`src/rtl/per_core_load_percent_core_assert.svh`:
```
// Assertion macros shared by the per-core load block.
`ifndef PER_CORE_LOAD_PERCENT_CORE_ASSERT_SVH
`define PER_CORE_LOAD_PERCENT_CORE_ASSERT_SVH

// Check that the consequent holds in the same cycle as the antecedent.
`define PCLP_ASSERT_SAME(label, ante, cons) \
	label: assert property (@(posedge clk) disable iff (!arst_n) (ante) |-> (cons)) \
		else $error("pclp: same-cycle check failed");

// Check that the consequent holds in the cycle after the antecedent.
`define PCLP_ASSERT_NEXT(label, ante, cons) \
	label: assert property (@(posedge clk) disable iff (!arst_n) (ante) |=> (cons)) \
		else $error("pclp: next-cycle check failed");

`endif

```
`src/rtl/pclp_pkg.sv`:
```
// Types and constants for the per-core load block.
package pclp_pkg;

	localparam int CORE_W    = 3;
	localparam int TICK_W    = 48;
	localparam int N_TICKS   = 10;
	localparam int IDLE_IDX  = 3;
	localparam int SUM_W     = 52;
	localparam int DIFF_W    = 53;
	localparam int ALU_W     = 59;
	localparam int PCT_W     = 7;
	localparam int CNT_W     = 4;
	localparam int DIV_STEPS = 8;
	localparam int STORE_W   = 2 * SUM_W;

	localparam int IN_TDATA_W  = ((CORE_W + N_TICKS * TICK_W + 7) / 8) * 8;
	localparam int OUT_TDATA_W = ((CORE_W + PCT_W + 7) / 8) * 8;

	localparam logic [PCT_W-1:0] PCT_MAX = 7'd100;
	localparam logic [CNT_W-1:0] SUM_LAST = 4'(N_TICKS - 1);
	localparam logic [CNT_W-1:0] MUL_LAST = 4'd1;
	localparam logic [CNT_W-1:0] DIV_FIRST = 4'(DIV_STEPS - 1);

	typedef enum logic [3:0] {
		ST_IDLE,
		ST_SUM,
		ST_BUSY,
		ST_DBUSY,
		ST_DTOT,
		ST_INC,
		ST_NBUSY,
		ST_ABSB,
		ST_ABST,
		ST_MUL,
		ST_DIV,
		ST_DONE
	} state_t;

	// Sequencer to datapath
	typedef struct packed {
		state_t           st;
		logic [CNT_W-1:0] cnt;
		logic             accept;
		logic             ld_out;
	} ctrl_t;

	// Datapath to sequencer
	typedef struct packed {
		logic in_range;
		logic zero_res;
		logic div_carry;
		logic out_free;
	} stat_t;

endpackage

```
`src/rtl/pclp_ram.sv`:
```
// Generic single-write, single-read RAM with registered read data.
module pclp_ram #(
	parameter int WIDTH = 8,
	parameter int DEPTH = 8,
	parameter int AW    = (DEPTH > 1) ? $clog2(DEPTH) : 1
) (
	input  logic             clk,
	input  logic             we,
	input  logic [AW-1:0]    waddr,
	input  logic [WIDTH-1:0] wdata,
	input  logic             re,
	input  logic [AW-1:0]    raddr,
	output logic [WIDTH-1:0] rdata
);

	logic [WIDTH-1:0] mem_q [DEPTH];
	logic [WIDTH-1:0] rdata_q;

	// Write port
	always_ff @(posedge clk) begin
		if (we) begin
			mem_q[waddr] <= wdata;
		end
	end

	// Registered read port
	always_ff @(posedge clk) begin
		if (re) begin
			rdata_q <= mem_q[raddr];
		end
	end

	assign rdata = rdata_q;

endmodule

```
`src/rtl/pclp_alu.sv`:
```
// Shared add/subtract unit with carry out, used for every arithmetic step.
module pclp_alu (
	input  logic [pclp_pkg::ALU_W-1:0] a,
	input  logic [pclp_pkg::ALU_W-1:0] b,
	input  logic                       sub,
	output logic [pclp_pkg::ALU_W-1:0] y,
	output logic                       cout
);
	import pclp_pkg::*;

	logic [ALU_W:0]   sum;
	logic [ALU_W-1:0] b_eff;

	// Invert the second operand and add one for a subtract
	assign b_eff = sub ? ~b : b;
	assign sum   = {1'b0, a} + {1'b0, b_eff} + {{ALU_W{1'b0}}, sub};
	assign y     = sum[ALU_W-1:0];
	assign cout  = sum[ALU_W];

endmodule

```
`src/rtl/pclp_seq.sv`:
```
// Sequencer that steps the shared unit through one sample.
module pclp_seq (
	input  logic            clk,
	input  logic            arst_n,
	input  logic            in_valid,
	output logic            in_ready,
	input  pclp_pkg::stat_t stat,
	output pclp_pkg::ctrl_t ctrl
);
	import pclp_pkg::*;

	state_t           state_q, state_d;
	logic [CNT_W-1:0] cnt_q, cnt_d;
	logic             accept;
	logic             ld_out;

	// State and step counter
	always_ff @(posedge clk or negedge arst_n) begin
		if (!arst_n) begin
			state_q <= ST_IDLE;
			cnt_q   <= '0;
		end else begin
			state_q <= state_d;
			cnt_q   <= cnt_d;
		end
	end

	// Next state
	always_comb begin
		state_d = state_q;
		cnt_d   = cnt_q;
		accept  = 1'b0;
		ld_out  = 1'b0;
		case (state_q)
			ST_IDLE: begin
				if (in_valid) begin
					accept  = 1'b1;
					cnt_d   = '0;
					state_d = stat.in_range ? ST_SUM : ST_DONE;
				end
			end
			ST_SUM: begin
				if (cnt_q == SUM_LAST) begin
					state_d = ST_BUSY;
				end else begin
					cnt_d = cnt_q + 1'b1;
				end
			end
			ST_BUSY:  state_d = ST_DBUSY;
			ST_DBUSY: state_d = ST_DTOT;
			ST_DTOT:  state_d = ST_INC;
			ST_INC:   state_d = ST_NBUSY;
			ST_NBUSY: state_d = ST_ABSB;
			ST_ABSB:  state_d = ST_ABST;
			ST_ABST: begin
				cnt_d   = '0;
				state_d = stat.zero_res ? ST_DONE : ST_MUL;
			end
			ST_MUL: begin
				if (cnt_q == MUL_LAST) begin
					cnt_d   = DIV_FIRST;
					state_d = ST_DIV;
				end else begin
					cnt_d = cnt_q + 1'b1;
				end
			end
			ST_DIV: begin
				// Quotient of 128 or more clamps at once
				if ((cnt_q == DIV_FIRST && stat.div_carry) || cnt_q == '0) begin
					state_d = ST_DONE;
				end else begin
					cnt_d = cnt_q - 1'b1;
				end
			end
			ST_DONE: begin
				if (stat.out_free) begin
					ld_out  = 1'b1;
					state_d = ST_IDLE;
				end
			end
			default: state_d = ST_IDLE;
		endcase
	end

	assign in_ready    = (state_q == ST_IDLE);
	assign ctrl.st     = state_q;
	assign ctrl.cnt    = cnt_q;
	assign ctrl.accept = accept;
	assign ctrl.ld_out = ld_out;

endmodule

```
`src/rtl/per_core_load_percent_core.sv`:
```
// Per-core load block: top level with datapath registers, state store and output register.
//
// Input channel s_axis: one request carries a core index and ten cumulative
// tick counters. Output channel m_axis: one result per request, the core
// index and the busy share since that core's previous sample, 0..100 percent.
// Each sample runs through a single shared add/subtract unit under a small
// sequencer: ten accumulate steps, seven difference and sign steps, two
// multiply-by-100 steps and up to eight restoring divide steps. A quotient
// of 128 or more clamps after the first divide step; a sample with no
// positive quotient skips the multiply and divide steps, and one whose core
// index is not below CORES goes straight to its result. s_axis_tready is
// low while a sample is in work, so a new request is accepted only once the
// previous one has finished.
// Per-core previous totals and busy counts sit in a RAM of CORES entries;
// a valid bit per entry, cleared at reset, makes unwritten entries read as
// zero, so no clearing pass is needed after reset.
// The result waits in an output register; when the receiver stalls, the
// next request is still accepted and worked, and its result then waits with
// s_axis_tready low until the held result leaves.
module per_core_load_percent_core #(
	parameter int CORES = 8
) (
	input  logic                                clk,
	input  logic                                arst_n,
	input  logic                                s_axis_tvalid,
	output logic                                s_axis_tready,
	// core_index, user, nice, system, idle, iowait, hardirq, softirq,
	// steal, guest, guest_nice ticks (lowest bits first), zero padded
	input  logic [pclp_pkg::IN_TDATA_W-1:0]     s_axis_tdata,
	output logic                                m_axis_tvalid,
	input  logic                                m_axis_tready,
	// core_out, load_percent (lowest bits first), zero padded
	output logic [pclp_pkg::OUT_TDATA_W-1:0]    m_axis_tdata
);
	import pclp_pkg::*;

	localparam int AW = (CORES > 1) ? $clog2(CORES) : 1;
	localparam int XW = (AW > CORE_W) ? AW : CORE_W;

	ctrl_t ctrl;
	stat_t stat;

	logic [CORE_W-1:0]  in_core;
	logic [TICK_W-1:0]  in_tick [N_TICKS];
	logic [XW-1:0]      in_core_ext;
	logic [AW-1:0]      in_addr;
	logic               in_range;

	logic [CORE_W-1:0]  core_q;
	logic [AW-1:0]      addr_q;
	logic               in_range_q;
	logic [TICK_W-1:0]  tick_q [N_TICKS];
	logic [TICK_W-1:0]  idle_q;
	logic [SUM_W-1:0]   acc_q;
	logic [SUM_W-1:0]   busy_q;
	logic [DIFF_W-1:0]  dbusy_q;
	logic [DIFF_W-1:0]  dtot_q;
	logic               eq_q;
	logic               zero_res_q;
	logic               clamp_q;
	logic [ALU_W-1:0]   rem_q;
	logic [ALU_W-1:0]   dsh_q;
	logic [PCT_W-1:0]   quo_q;
	logic               prior_vld_q;
	logic [CORES-1:0]   vld_q;

	logic [CORE_W-1:0]  m_core_q;
	logic [PCT_W-1:0]   m_load_q;
	logic               m_valid_q;
	logic [PCT_W-1:0]   load_d;

	logic [STORE_W-1:0] rd_data;
	logic [SUM_W-1:0]   prior_total;
	logic [SUM_W-1:0]   prior_busy;
	logic               ram_we;

	logic [ALU_W-1:0]   alu_a, alu_b, alu_y;
	logic               alu_sub, alu_cout;

	// Unpack the request
	assign in_core = s_axis_tdata[CORE_W-1:0];
	for (genvar i = 0; i < N_TICKS; i++) begin : g_unpack
		assign in_tick[i] = s_axis_tdata[CORE_W + i*TICK_W +: TICK_W];
	end
	assign in_core_ext = XW'(in_core);
	assign in_addr     = in_core_ext[AW-1:0];
	assign in_range    = ({{(32-CORE_W){1'b0}}, in_core} < 32'(CORES));

	pclp_seq u_seq (
		.clk      (clk),
		.arst_n   (arst_n),
		.in_valid (s_axis_tvalid),
		.in_ready (s_axis_tready),
		.stat     (stat),
		.ctrl     (ctrl)
	);

	assign stat.in_range  = in_range;
	assign stat.zero_res  = zero_res_q;
	assign stat.div_carry = alu_cout;
	assign stat.out_free  = !m_valid_q || m_axis_tready;

	// Previous values for the core; unwritten entries read as zero
	assign ram_we      = (ctrl.st == ST_NBUSY);
	assign prior_total = prior_vld_q ? rd_data[STORE_W-1:SUM_W] : '0;
	assign prior_busy  = prior_vld_q ? rd_data[SUM_W-1:0] : '0;

	pclp_ram #(
		.WIDTH (STORE_W),
		.DEPTH (CORES),
		.AW    (AW)
	) u_store (
		.clk   (clk),
		.we    (ram_we),
		.waddr (addr_q),
		.wdata ({acc_q, alu_y[SUM_W-1:0]}),
		.re    (ctrl.accept),
		.raddr (in_addr),
		.rdata (rd_data)
	);

	// Entry valid bits
	always_ff @(posedge clk or negedge arst_n) begin
		if (!arst_n) begin
			vld_q       <= '0;
			prior_vld_q <= 1'b0;
		end else begin
			if (ram_we) begin
				vld_q[addr_q] <= 1'b1;
			end
			if (ctrl.accept) begin
				prior_vld_q <= in_range ? vld_q[in_addr] : 1'b0;
			end
		end
	end

	// Operand selection for the shared unit
	always_comb begin
		alu_a   = '0;
		alu_b   = '0;
		alu_sub = 1'b0;
		case (ctrl.st)
			ST_SUM: begin
				alu_a = ALU_W'(acc_q);
				alu_b = ALU_W'(tick_q[0]);
			end
			ST_BUSY, ST_NBUSY: begin
				alu_a   = ALU_W'(acc_q);
				alu_b   = ALU_W'(idle_q);
				alu_sub = 1'b1;
			end
			ST_DBUSY: begin
				alu_a   = ALU_W'(busy_q);
				alu_b   = ALU_W'(prior_busy);
				alu_sub = 1'b1;
			end
			ST_DTOT: begin
				alu_a   = ALU_W'(acc_q);
				alu_b   = ALU_W'(prior_total);
				alu_sub = 1'b1;
			end
			ST_INC: begin
				alu_a = ALU_W'(acc_q);
				alu_b = ALU_W'(eq_q);
			end
			ST_ABSB: begin
				alu_b   = {{(ALU_W-DIFF_W){dbusy_q[DIFF_W-1]}}, dbusy_q};
				alu_sub = 1'b1;
			end
			ST_ABST: begin
				alu_b   = {{(ALU_W-DIFF_W){dtot_q[DIFF_W-1]}}, dtot_q};
				alu_sub = 1'b1;
			end
			ST_MUL: begin
				// 100 x = 64 x + 32 x + 4 x
				if (ctrl.cnt == '0) begin
					alu_a = ALU_W'({dbusy_q[SUM_W-1:0], 6'b0});
					alu_b = ALU_W'({dbusy_q[SUM_W-1:0], 5'b0});
				end else begin
					alu_a = rem_q;
					alu_b = ALU_W'({dbusy_q[SUM_W-1:0], 2'b0});
				end
			end
			ST_DIV: begin
				alu_a   = rem_q;
				alu_b   = dsh_q;
				alu_sub = 1'b1;
			end
			default: begin
				alu_a   = '0;
				alu_b   = '0;
				alu_sub = 1'b0;
			end
		endcase
	end

	pclp_alu u_alu (
		.a    (alu_a),
		.b    (alu_b),
		.sub  (alu_sub),
		.y    (alu_y),
		.cout (alu_cout)
	);

	// Datapath registers
	always_ff @(posedge clk) begin
		case (ctrl.st)
			ST_IDLE: begin
				if (ctrl.accept) begin
					core_q     <= in_core;
					addr_q     <= in_addr;
					in_range_q <= in_range;
					tick_q     <= in_tick;
					idle_q     <= in_tick[IDLE_IDX];
					acc_q      <= '0;
					zero_res_q <= !in_range;
					clamp_q    <= 1'b0;
					quo_q      <= '0;
				end
			end
			ST_SUM: begin
				// Accumulate and advance the tick line
				acc_q <= alu_y[SUM_W-1:0];
				for (int i = 0; i < N_TICKS - 1; i++) begin
					tick_q[i] <= tick_q[i+1];
				end
				tick_q[N_TICKS-1] <= '0;
			end
			ST_BUSY:  busy_q  <= alu_y[SUM_W-1:0];
			ST_DBUSY: dbusy_q <= alu_y[DIFF_W-1:0];
			ST_DTOT: begin
				dtot_q <= alu_y[DIFF_W-1:0];
				eq_q   <= (alu_y == '0);
			end
			ST_INC: begin
				// Bump an unchanged total so the delta is one
				acc_q <= alu_y[SUM_W-1:0];
				if (eq_q) begin
					dtot_q <= DIFF_W'(1);
				end
			end
			ST_ABSB: begin
				zero_res_q <= (dbusy_q[DIFF_W-1] != dtot_q[DIFF_W-1]) || (dbusy_q == '0);
				if (dbusy_q[DIFF_W-1]) begin
					dbusy_q <= alu_y[DIFF_W-1:0];
				end
			end
			ST_ABST: begin
				if (dtot_q[DIFF_W-1]) begin
					dtot_q <= alu_y[DIFF_W-1:0];
				end
			end
			ST_MUL: begin
				rem_q <= alu_y;
				dsh_q <= ALU_W'({dtot_q[SUM_W-1:0], 7'b0});
			end
			ST_DIV: begin
				dsh_q <= dsh_q >> 1;
				if (ctrl.cnt == DIV_FIRST) begin
					clamp_q <= alu_cout;
				end else begin
					quo_q <= {quo_q[PCT_W-2:0], alu_cout};
					if (alu_cout) begin
						rem_q <= alu_y;
					end
				end
			end
			default: begin
			end
		endcase
	end

	// Clamp the quotient into 0..100
	always_comb begin
		if (zero_res_q) begin
			load_d = '0;
		end else if (clamp_q || quo_q > PCT_MAX) begin
			load_d = PCT_MAX;
		end else begin
			load_d = quo_q;
		end
	end

	// Output register: hold until the receiver takes it
	always_ff @(posedge clk or negedge arst_n) begin
		if (!arst_n) begin
			m_valid_q <= 1'b0;
		end else if (ctrl.ld_out) begin
			m_valid_q <= 1'b1;
		end else if (m_axis_tready) begin
			m_valid_q <= 1'b0;
		end
	end

	always_ff @(posedge clk) begin
		if (ctrl.ld_out) begin
			m_core_q <= core_q;
			m_load_q <= load_d;
		end
	end

	assign m_axis_tvalid = m_valid_q;
	assign m_axis_tdata  = OUT_TDATA_W'({m_load_q, m_core_q});

	`include "per_core_load_percent_core_assert.svh"

	`PCLP_ASSERT_SAME(a_load_range, m_axis_tvalid, m_load_q <= PCT_MAX)
	`PCLP_ASSERT_NEXT(a_busy_after_accept, s_axis_tvalid && s_axis_tready, !s_axis_tready)
	`PCLP_ASSERT_SAME(a_write_in_range, ram_we, in_range_q)

endmodule
```
`config.mk`:
```
export PLATFORM = sky130hd
export DESIGN_NAME = per_core_load_percent_core
export DESIGN_NICKNAME = d
export VERILOG_FILES = /design/src/rtl/pclp_pkg.sv /design/src/rtl/pclp_ram.sv /design/src/rtl/pclp_alu.sv /design/src/rtl/pclp_seq.sv /design/src/rtl/per_core_load_percent_core.sv
export VERILOG_INCLUDE_DIRS = /design/src /design/src/rtl
export SDC_FILE = /design/constraint.sdc
export NUM_CORES = 2
export LEC_CHECK = 0
export BUFFER_PORTS_ARGS = -buffer_cell sky130_fd_sc_hd__buf_2
export CAP_MARGIN = 20
export CORE_MARGIN = 2
export CORE_UTILIZATION = 35
export DETAILED_ROUTE_END_ITERATION = 8
export PLACE_DENSITY_LB_ADDON = 0.12
export SLEW_MARGIN = 25
export SYNTH_ARGS = -nofsm -noshare
export SYNTH_HDL_FRONTEND = slang
export SYNTH_SLANG_ARGS = --single-unit
```
`constraint.sdc`:
```
create_clock -name clk -period 19.7 [get_ports clk]
set_clock_uncertainty 0.05 [all_clocks]
set_input_delay 3.94 -clock clk [delete_from_list [all_inputs] [get_ports clk]]
set_output_delay 3.94 -clock clk [all_outputs]
set_load 0.05 [all_outputs]
```
==> impl_results.md <==
- Nets@finish: 6601
- Root Buffer: clkbuf_16
- Area of the multi-input gates: 21400 µm²
- First-pass GRT wire length: 352000 µm
- Post-cts resize count: 0
- Yosys top cell area share: 70.2%
- Max Clk Rate: 118 MHz
- WL final: 248000 µm
- Commonest non-fill, non-tap cell in the layout: edfxtp_1
- Hold-fix buffers, CTS: 0
- Cell family with most CP delay: simple AND/OR/NAND/NOR gates
- Die Ht: 475 µm
- Cell row count: 172
- CTS buffer count: 193
- Die width: 475 µm
- Total global-route track usage: 21.7%
- Clk slew on worst S/H paths: 0.06 ns
- Worst setup path class: register to register
- Largest net degree at the start of global routing: 158
- Max_slew headroom: 24.2%
- Status: finished clean
- Max-cap violation count: 0
- Cell mode on critical path: buf_4
- H-tree levels: 4
- CP Data Arrival Time: 9.05 ns
- Initial Util: 35.3%
- Fillers: 20.6k
- Syn Area/Cell: 13.9 µm²
- Port Buffer Count: 498
- Via count: 48.2k
- Crit. End Element: register
- Crit-path max FO: 44
- Synth Flop Type: edfxtp_1
- Final std cells w/o fill: 9209
- Vias per cell: 5.24
- Initial antenna violation count: 138
- Clk Latency, worst-skew pair: 0.85 ns
- Placed Instances: 8809
- Num Clock Sinks: 1833
- Post-Syn Instances: 5579
- CP Launch Type: register
- Final setup fails: 0
- Full die area: 226000 µm²
- CTS tree: done
- Setup bufs post-CTS: 0
- Area Overhead vs Synth: 15.5%
- WP buf/inv: 5
- Clk buf depth: 3
- Crit path max-delay cell type: nor4_1
- GPL Wtd Cong: 0.897
- RSZ-0062 raised after global routing: no
- Overflow after GRT: 0
- Share of cells above drive strength 1: 19.8%
- Yosys reg bits: 1833
- Worst Tran Pin Value: 1.14 ns
- Vias in the first global route: 48.6k
- Reg area: 55000 µm²
- Worst path max stage delay: 0.75 ns
- Critical path cell sequence: buf_4 > nand2_1 > nor3_2 > buf_4 > buf_4 > buf_4 > a22o_1 > a21oi_1 > nand3_1 > xnor2_1 > ha_1 > nand4_1 > nor4_1 > o2111ai_1 > a31oi_1 > nor3_1 > o21bai_1 > a21oi_1 > xnor2_1 > inv_1 > nor4_1 > nand4_1 > nor4_2
- Synth cell types: 78
- Setup total negative slack: 0 ns
- 1st-pass router iterations: 6
- Synth Cell Area: 77700 µm²
- Antenna Violating Nets Remaining: 0
- Max Slew Vio Count: 0
- Final Hold Fails: 0
- Io pins: 510
- Largest cells by area after synthesis: edfxtp_1 (70%), nand2_1 (8.3%), mux4_2 (6.1%)
- Seq/Total Area, Yosys: 70.7%
- Hold WC Path Type: register to register
- Most frequent cells in the layout: edfxtp_1 (1815), nand2_1 (1714), buf_2 (495)
- Final period utilization: 43.0%
- Finished layout cell area: 89700 µm²
- Leading area contributor after synthesis: edfxtp_1
- Core Box Area: 220000 µm²
- Final Critical Period: 8.46 ns
- DR iter-0 viols: 5229
- DRC: 0
- HPWL Detailed: 167000 µm
- Asr flop ratio synth: 0.982%
- Critical path data required time: 20.29 ns
- YS warnings: 0
- Area post-placement: 83700 µm²
- Wirelength per Cell: 26.9 µm
- EDFF count, synth: 1815
==> synthesized netlist by cell type, drive strengths merged (6+ instances only) <==
library cell  instances
a211oi               14
a21boi                7
a21o                 30
a21oi               183
a221oi               10
a222oi              102
a22o                 57
a22oi                44
a31oi                12
and2                 72
and3                  7
and4                  8
buf                  55
clkbuf              267
dfrtp                18
edfxtp             1815
ha                   62
inv                  85
mux2                109
mux2i                 8
mux4                210
nand2              1718
nand2b               15
nand3                70
nand4                30
nor2                237
nor2b                 9
nor3                 27
nor4                 24
o211ai                6
o21a                  7
o21ai                67
o21bai               13
o31ai                 6
or2                  11
or3                   9
xnor2                77
xor2                 26
==> worst reg2reg max path: stages, from the launching register on <==
cell and delay [ns]:
dfrtp_1 0.59, buf_4 0.31, nand2_1 0.22, nor3_2 0.15
buf_4 0.54, buf_4 0.76, buf_4 0.55, a22o_1 0.43
a21oi_1 0.11, nand3_1 0.14, xnor2_1 0.10, ha_1 0.50
nand4_1 0.19, nor4_1 0.75, o2111ai_1 0.22, a31oi_1 0.45
nor3_1 0.19, o21bai_1 0.25, a21oi_1 0.13, xnor2_1 0.36
inv_1 0.30, nor4_1 0.38, nand4_1 0.28, nor4_2 0.34
==> per-stage QoR <==
stage	setup slack [ns]	utilization (%)	hold WS [ns]
after floorplan	4.31	-	0.384
after global placement	11.24	38.0	0.396
after detailed placement	11.21	38.0	0.401
after CTS	11.21	40.7	0.415
after global routing	10.81	40.7	0.432
final	11.24	40.8	0.412
==> cell type report <==
class,instances,share of cell area [%]
Timing Repair Buffer,589,3.67
Antenna cell,47,0.131
Tap cell,2958,4.12
Multi-Input combinational cell,3344,23.9
Sequential cell,1833,61.2
Inverter,85,0.361
Clock buffer,240,5.66
Clock inverter,113,0.920
==> registers in the layout (all words and copies together) (netlist names), 3 cells and up <==
signal / count
u_seq.state_q: 4
m_load_q: 7
idle_q: 48
busy_q: 52
u_store.mem_q: 832
vld_q: 8
dtot_q: 53
dsh_q: 59
quo_q: 7
u_seq.cnt_q: 4
addr_q: 3
u_store.rdata: 104
m_core_q: 3
acc_q: 52
rem_q: 59
tick_q: 480
dbusy_q: 53
==> logic make-up after synthesis <==
group / after synthesis / share of synthesized area, %
AO/OA/AOI/OAI: 592 / 5.43
XOR/XNOR: 103 / 1.21
adder cells (fa/ha/maj): 63 / 1.02
buffers and inverters: 407 / 2.02
flip-flops: 1833 / 70.7
multiplexers: 327 / 7.78
other: 1 / 0.00483
AND/OR/NAND/NOR: 2253 / 11.8
==> path summary, 6_finish.rpt <==
path / slack, ns / from / depth (start not counted) / endpoint
setup / recovery: 11.24 / u_seq.state_q[0] / 23 / eq_q
hold / removal: 0.41 / vld_q[7] / 1 / vld_q[7]
setup reg to reg: 11.24 / u_seq.state_q[0] / 23 / eq_q
hold reg to reg: 0.41 / vld_q[7] / 1 / vld_q[7]
max in group asynchronous: 16.10 / arst_n / 1 / prior_vld_q
min in group asynchronous: 3.07 / arst_n / 1 / u_seq.state_q[2]
==> layer usage <==
layer / track usage (%) / wire, µm / up-vias
li1: - / - / 21626
met1: 29.0 / 106000 / 24439
met2: 34.1 / 114000 / 1523
met3: 6.30 / 19200 / 480
met4: 6.74 / 7890 / 162
met5: 0 / 1070 / -
Power is not shown: default switching activity piles up to over one toggle a cycle in this logic, so the estimate is an artifact.
